--- config.mk ---
export PLATFORM = sky130hd
export DESIGN_NAME = nvs_rsqrt
export DESIGN_NICKNAME = d
export VERILOG_FILES = /design/src/sv/nvs_pkg.sv /design/src/sv/nvs_rsqrt.sv
export SDC_FILE = /design/constraint.sdc
export NUM_CORES = 1
export LEC_CHECK = 0
export BUFFER_PORTS_ARGS = -buffer_cell sky130_fd_sc_hd__buf_2
export CORE_ASPECT_RATIO = 1.4
export CORE_MARGIN = 2
export CORE_UTILIZATION = 65
export CTS_CLUSTER_DIAMETER = 200
export CTS_CLUSTER_SIZE = 30
export DETAILED_ROUTE_END_ITERATION = 8
export PLACE_DENSITY = 0.83
export RECOVER_POWER = 50
export SLEW_MARGIN = 10
export SYNTH_ARGS = -nofsm -noshare
export SYNTH_HDL_FRONTEND = slang
export SYNTH_SLANG_ARGS = --single-unit
--- constraint.sdc ---
create_clock -name aclk -period 7.5 [get_ports aclk]
set_input_delay 0.75 -clock aclk [delete_from_list [all_inputs] [get_ports aclk]]
set_output_delay 0.75 -clock aclk [all_outputs]
set_load 0.01 [all_outputs]
--- src/sv/nvs_pkg.sv ---
// Shared constants for the normalized vector store.
// Holds status codes and fixed-point widths; no dependencies.
package nvs_pkg;

    localparam int SUM_BITS  = 38;   // Q8.30 sum of squares
    localparam int ROOT_BITS = 19;   // integer square root of a 38-bit word
    localparam int RECIP_BITS = 18;  // reciprocal root width
    localparam int SHIFT_BITS = 5;   // normalizing shift count, at most 18

    typedef enum logic [2:0] {
        ST_OK       = 3'd0,
        ST_DIM_ERR  = 3'd1,
        ST_ZERO     = 3'd2,
        ST_RANGE    = 3'd3,
        ST_FULL     = 3'd4
    } status_t;

endpackage

--- src/sv/nvs_rsqrt.sv ---
// Iterative reciprocal square root of the sum of squares.
// Normalizes by pairs of bits, takes the root bit by bit, then divides; uses nvs_pkg.
module nvs_rsqrt
    import nvs_pkg::*;
(
    input  logic                    aclk,
    input  logic                    aresetn,
    input  logic                    start,
    input  logic [SUM_BITS-1:0]     sum,
    output logic                    done,
    output logic [RECIP_BITS-1:0]   recip,
    output logic [SHIFT_BITS-1:0]   shift
);

    typedef enum logic [2:0] {R_IDLE, R_NORM, R_SQRT, R_DIV, R_DONE} rstate_t;

    rstate_t                state_reg;
    logic [SUM_BITS-1:0]    t_reg;
    logic [23:0]            rem_reg;
    logic [ROOT_BITS-1:0]   root_reg;
    logic [ROOT_BITS-1:0]   drem_reg;
    logic [ROOT_BITS-1:0]   q_reg;
    logic [5:0]             cnt_reg;
    logic [SHIFT_BITS-1:0]  e_reg;

    logic [23:0]            rem_sh;
    logic [23:0]            trial;
    logic [ROOT_BITS:0]     drem_sh;

    assign rem_sh  = {rem_reg[21:0], t_reg[SUM_BITS-1 -: 2]};
    assign trial   = {3'b000, root_reg, 2'b01};
    assign drem_sh = {drem_reg, (cnt_reg == 6'd36)};

    always_ff @(posedge aclk) begin
        if (!aresetn) begin
            state_reg <= R_IDLE;
            done      <= 1'b0;
        end else begin
            done <= 1'b0;
            case (state_reg)
                R_IDLE: begin
                    if (start) begin
                        t_reg     <= sum;
                        e_reg     <= '0;
                        state_reg <= R_NORM;
                    end
                end
                R_NORM: begin
                    if (t_reg[SUM_BITS-1 -: 2] == 2'b00) begin
                        t_reg <= {t_reg[SUM_BITS-3:0], 2'b00};
                        e_reg <= e_reg + 1'b1;
                    end else begin
                        rem_reg   <= '0;
                        root_reg  <= '0;
                        cnt_reg   <= 6'(ROOT_BITS - 1);
                        state_reg <= R_SQRT;
                    end
                end
                R_SQRT: begin
                    t_reg <= {t_reg[SUM_BITS-3:0], 2'b00};
                    if (rem_sh >= trial) begin
                        rem_reg  <= rem_sh - trial;
                        root_reg <= {root_reg[ROOT_BITS-2:0], 1'b1};
                    end else begin
                        rem_reg  <= rem_sh;
                        root_reg <= {root_reg[ROOT_BITS-2:0], 1'b0};
                    end
                    if (cnt_reg == 6'd0) begin
                        drem_reg  <= '0;
                        q_reg     <= '0;
                        cnt_reg   <= 6'd36;
                        state_reg <= R_DIV;
                    end else begin
                        cnt_reg <= cnt_reg - 1'b1;
                    end
                end
                R_DIV: begin
                    // Restoring division of 2^36 by the root, one quotient bit a cycle.
                    if (drem_sh >= {1'b0, root_reg}) begin
                        drem_reg <= ROOT_BITS'(drem_sh - {1'b0, root_reg});
                        q_reg    <= {q_reg[ROOT_BITS-2:0], 1'b1};
                    end else begin
                        drem_reg <= drem_sh[ROOT_BITS-1:0];
                        q_reg    <= {q_reg[ROOT_BITS-2:0], 1'b0};
                    end
                    if (cnt_reg == 6'd0) begin
                        state_reg <= R_DONE;
                    end else begin
                        cnt_reg <= cnt_reg - 1'b1;
                    end
                end
                R_DONE: begin
                    done      <= 1'b1;
                    state_reg <= R_IDLE;
                end
                default: state_reg <= R_IDLE;
            endcase
        end
    end

    // The quotient reaches 2^18 only for the smallest root; clamp it.
    assign recip = q_reg[ROOT_BITS-1] ? {RECIP_BITS{1'b1}} : q_reg[RECIP_BITS-1:0];
    assign shift = e_reg;

endmodule

==> results of run 1 <==
-- logic make-up (layout without fill, tap and decap cells) --
kind of cell               count (synthesis)  after routing  synth area share
AOI/OAI and AO/OA                        154            154             0.130
buffers and inverters                     67            137            0.0366
muxes                                     60             60            0.0808
xor gates and xnor gates                  35             35            0.0384
adders and majority gates                 44             44            0.0698
and+or+nand+nor                          245            245             0.153
DFF                                      132            132             0.491
-- power by group --
part           switching [W]  internal, W
registers          0.0000205     0.000860
logic               0.000184     0.000133
clock network       0.000369     0.000445
-- through the flow --
stage,setup slack [ns],hold slack [ns],power (W),util
after CTS,4.16,0.551,0.00201,0.753
after floorplan,3.12,0.510,0.00113,-
after global routing,3.07,0.565,0.00208,0.749
after detailed placement,4.18,0.535,0.00120,0.704
after global placement,4.33,0.530,0.00119,0.704
final,3.46,0.549,0.00201,0.749
-- layout make-up --
cell class                      instances  area [um^2]
Clock inverter                         15          159
Inverter                               36          135
Tap cell                              147          184
Sequential cell                       132         3920
Fill cell                             803         3000
Multi-Input combinational cell        538         3790
Clock buffer                           17          425
Timing Repair Buffer                   69          324
-- cell usage in the layout, fill, tap and decap left out, types with 4 or more instances in the layout --
cell type / n
clkbuf_16: 17
nand2b_1: 9
inv_8: 4
ha_1: 43
xor2_1: 18
inv_1: 35
dfxtp_1: 4
o21a_1: 10
mux2i_1: 24
a31oi_1: 4
or2_2: 20
o211ai_1: 7
nand4_1: 7
xnor2_1: 17
and2_1: 6
nor2_1: 80
nand2_1: 40
o31a_1: 4
a21o_1: 7
buf_2: 40
and3_1: 23
nand3_1: 20
inv_6: 6
a211oi_1: 4
a21oi_1: 42
mux2_2: 36
nor2b_1: 5
nor3_1: 10
buf_4: 4
or3_1: 6
a211o_1: 6
o21ai_0: 31
clkbuf_1: 25
edfxtp_1: 128
-- worst max path at each step --
stage	start	cells past startpoint	to	slack, ns
floorplan	cnt_reg[0]$_DFFE_PP_	6	drem_reg[0]$_SDFFCE_PN0P_	3.12
global placement	cnt_reg[0]$_DFFE_PP_	14	drem_reg[17]$_SDFFCE_PN0P_	4.33
detailed placement	cnt_reg[0]$_DFFE_PP_	14	drem_reg[14]$_SDFFCE_PN0P_	4.18
CTS	cnt_reg[0]$_DFFE_PP_	14	drem_reg[17]$_SDFFCE_PN0P_	4.16
global route	state_reg[0]$_SDFFE_PN0P_	2	t_reg[31]$_DFFE_PP_	3.07
finish	state_reg[0]$_SDFFE_PN0P_	2	t_reg[32]$_DFFE_PP_	3.46
-- layer usage --
layer | wire length [um] | up-vias
met4 | 571 | 0
met2 | 9100 | 205
li1 | - | 2846
met3 | 839 | 54
met5 | 0 | -
met1 | 7190 | 2884
-- critical path, cell delays in order, from the launching register on --
cell and delay (ns):
dfxtp_1 0.93, nand3_1 0.16, a21oi_1 2.47
==> impl_metrics.ini, run 1 <==
[pwr]
ir_drop_uv = 142
leakagePower_nw = 3.46
power_density_nw_per_um2 = 225

[synth]
synth.most_common_cell = edfxtp_1
avgSynthCellArea_um2 = 10.8
synthArstFlopShare = 0
synth.yosys.seq_area_share = 0.491
yosysWarnings = 0
synth_edf_count = 128
synth_area_leaders = edfxtp_1 48%, ha_1 6.7%, mux2_2 5.1%
ys_seq_elements = 132
synthesis.nets = 822
synthDistinctLibCells = 72
synth_flop_cell = edfxtp_1
synth_area_leader_cell = edfxtp_1
synth_top_area_frac = 0.481
syn_inst = 737
synth_common_cells = 128 x edfxtp_1, 81 x nor2_1, 43 x ha_1
netlist_area_um2 = 7990

[cells_and_area]
area_growth_pct = 11.9
final_cells = 954
diodes = 0
nNetsFinal = 879
largest_reg_flops = 38
design_area_um2 = 8940
drive_gt1_frac = 0.182

[global_routing]
use_met1 = 0.331
top_usage_layer = met2
grt_max_degree = 42
met2_usage = 0.468
antenna_found_initial = 0
grt_pass1_wl_um = 28400
gr-usage-all-layers = 0.271
grt_pass1_vias = 5900
globalRouteOverflowTotal = 0
grt_util_met3 = 0.0464

[die]
dieWidth_um = 97.7
start_util = 0.669
die_area_um2 = 13200
ioPinCount = 65
core_area_um2 = 11900
die_h_um = 135
row_count = 47

[place]
io_buffers = 64
place_inst = 922
dp_hpwl_um = 12100
placed_area_um2 = 8400
gp_congestion = 0.881

[setup_path]
startpoint_type = flop
arrival_ns = 4.00
ff2ff_setup_slack_ns = 3.46
r2r-start = state_reg[0]$_SDFFE_PN0P_
endpoint_kind = flop
reg2reg_to = t_reg[32]$_DFFE_PP_
setup.worst_path.class = flop to flop
r2r_cells = 2
cp_max_fo = 38
cp.required_ns = 7.47

[clock_tree]
clockBufferDepth = 2
h-tree-depth = 4
clk_pin_slew_worst_paths_ns = 0.06
cts_buffers = 17
holdBufCountCts = 0
cts_setup_buffers = 0
postCtsResizedCells = 0
root_buffer = clkbuf_16
cts_tree = built
clkLatencyLatePin_ns = 0.43
numClockSinks = 132

[drt]
wirelength_um = 17700
first_pass_iters = 5
wl_per_cell_um = 18.5
post-route-drc-count = 0
ant_nets = 0
dr.first_iter.drc_count = 372
vias = 5989
vias_per_cell = 6.28

[timing]
setup_viol = 0
fin_crit_sh = 0.538
clock_skew_ns = 0.00752
worst_pin_slew_ns = 3.35
max_freq_ghz = 0.248
fin_tns_setup_ns = 0
layout_min_cycle_time_ns = 4.04
rsz0062_at_grt = false
relSlewSlack = -1.23
hold_violations = 0
slew_violations = 116

[worst_hold_path]
min_path_cells = 1
hold_end = t_reg[2]$_DFFE_PP_
hold_path_class = flop to flop
min-delay-start = t_reg[0]$_SDFFCE_PN0P_

[run]
drv_cap = 3

[run_status]
status = finished, violations left
failed_checks = max-capacitance violations, max-slew violations
Note: power is estimated with default switching activity, not from simulation.
==> inputs of run 2 (changes only) <==
--- a/config.mk
+++ b/config.mk
@@ -8,11 +8,11 @@
 export BUFFER_PORTS_ARGS = -buffer_cell sky130_fd_sc_hd__buf_2
 export CORE_ASPECT_RATIO = 1.4
 export CORE_MARGIN = 2
-export CORE_UTILIZATION = 65
+export CORE_UTILIZATION = 61
 export CTS_CLUSTER_DIAMETER = 200
 export CTS_CLUSTER_SIZE = 30
 export DETAILED_ROUTE_END_ITERATION = 8
-export PLACE_DENSITY = 0.83
+export PLACE_DENSITY = 0.78
 export RECOVER_POWER = 50
 export SLEW_MARGIN = 10
 export SYNTH_ARGS = -nofsm -noshare
==> constraint.sdc (replaced) <==
create_clock -name aclk -period 4 [get_ports aclk]
set_input_delay 0.4 -clock aclk [delete_from_list [all_inputs] [get_ports aclk]]
set_output_delay 0.4 -clock aclk [all_outputs]
set_load 0.01 [all_outputs]
==> impl_metrics.ini, run 2 (same netlist as run 1, synthesis figures left out) <==
[die]
start_util = 0.624
dieWidth_um = 101
die_h_um = 139
core_area_um2 = 12800
ioPinCount = 65
row_count = 49
die_area_um2 = 14000

[drt]
met3_length_um = 880
wl_per_cell_um = 18.4
ant_nets = 0
dr.first_iter.drc_count = 438
vias_per_cell = 6.30
post-route-drc-count = 0
top_layer = met4
vias = 6069
drt-met1-wl_um = 7120
wl_met2_um = 9090
wirelength_um = 17700
first_pass_iters = 6

[pwr]
p_sw_frac = 0.258
leakagePower_nw = 3.50
seqPwrFrac = 0.421
internal_power_w = 0.00291
clkPwrFrac = 0.429
pwr-share-comb = 0.150
ir_drop_uv = 327
p_sw_w = 0.00101
power_density_nw_per_um2 = 434

[setup_path]
ff2ff_setup_slack_ns = 0.50
cp_max_fo = 9
endpoint_kind = flop
setup.worst_path.class = flop to flop
arrival_ns = 3.67
cp.required_ns = 4.17
startpoint_type = flop

[run_status]
failed_checks = max-capacitance violations, max-slew violations
status = finished, violations left

[cells_and_area]
diodes = 0
nNetsFinal = 883
design_area_um2 = 9040
area_growth_pct = 13.2
final_common_cell = edfxtp_1
largest_reg_flops = 38
final_util = 0.706
final_cells = 964
layout_common_cells = 128 x edfxtp_1, 80 x nor2_1, 43 x ha_1, 41 x a21oi_1
drive_gt1_frac = 0.184

[clock_tree]
root_buffer = clkbuf_16
cts_buffers = 17
clkLatencyLatePin_ns = 0.43
postCtsResizedCells = 0
cts_tree = built
cts_setup_buffers = 0
clockBufferDepth = 2
numClockSinks = 132
h-tree-depth = 4
holdBufCountCts = 0
clk_pin_slew_worst_paths_ns = 0.06

[place]
io_buffers = 64
dp_worst_setup_slack_ns = 0.581
placed_area_um2 = 8460
place_inst = 932
gp_congestion = 0.980
dp_hpwl_um = 12100

[timing]
layout_min_cycle_time_ns = 3.50
setup_viol = 0
max_freq_ghz = 0.286
setup_slack_ns = 0.499
fin_tns_setup_ns = 0
relSlewSlack = -0.314
slew_violations = 39
clock_skew_ns = 0.0112
rsz0062_at_grt = false
fin_crit_sh = 0.875
hold_violations = 0
worst_pin_slew_ns = 1.97

[run]
drv_cap = 1

[global_routing]
gr-usage-all-layers = 0.260
grt_max_degree = 42
antenna_found_initial = 0
globalRouteOverflowTotal = 0
grt_pass1_vias = 6048
grt_pass1_wl_um = 28900

[worst_hold_path]
hold_path_class = input pin to flop
## run 2: layout make-up
type / instances / area, um^2
fill: 891 / 3770
sequential: 132 / 3920
inverter: 36 / 135
tap: 153 / 191
clock inverter: 13 / 194
multi-input combinational: 538 / 3800
clock buffer: 19 / 433
timing repair buffer: 73 / 360
## run 2: critical path, stage by stage (launching register included)
cell       delay [ns]
edfxtp_1         0.37
inv_1            0.07
ha_1             0.22
nand4_1          0.11
ha_1             0.18
inv_1            0.06
fa_1             0.43
a211oi_2         0.24
o21ai_2          0.14
o2111ai_1        0.32
nand3_1          0.14
a31oi_2          0.39
buf_4            0.26
mux2i_1          0.24
nor2_1           0.07
## run 2: per-layer routing
metal  global-route usage  vias up
met4                0.114        0
met1                0.322     2918
met3               0.0522       55
met5                    0        -
met2                0.438      246
li1                     -     2850
## run 2: stage by stage
step	hold slack, ns	power [W]
after floorplan	0.510	0.00212
after global placement	0.530	0.00223
after detailed placement	0.540	0.00226
after CTS	0.265	0.00392
after global routing	0.273	0.00404
final	0.272	0.00393
## run 2: final timing paths
path,from,to,depth (start not counted)
hold reg to reg,t_reg[1]$_SDFFCE_PN0P_,t_reg[3]$_DFFE_PP_,1
setup / recovery,cnt_reg[0]$_DFFE_PP_,drem_reg[10]$_SDFFCE_PN0P_,14
setup reg to reg,cnt_reg[0]$_DFFE_PP_,drem_reg[10]$_SDFFCE_PN0P_,14
hold / removal,sum[17],t_reg[17]$_DFFE_PP_,2
## run 2: power groups by stage
| stage | clock network (W) | registers [W] | logic [W] |
|---|---|---|---|
| floorplan | 0 | 0.00166 | 0.000456 |
| global placement | 0 | 0.00167 | 0.000561 |
| detailed placement | 0 | 0.00168 | 0.000579 |
| CTS | 0.00169 | 0.00165 | 0.000588 |
| global route | 0.00173 | 0.00166 | 0.000651 |
| finish | 0.00168 | 0.00165 | 0.000591 |
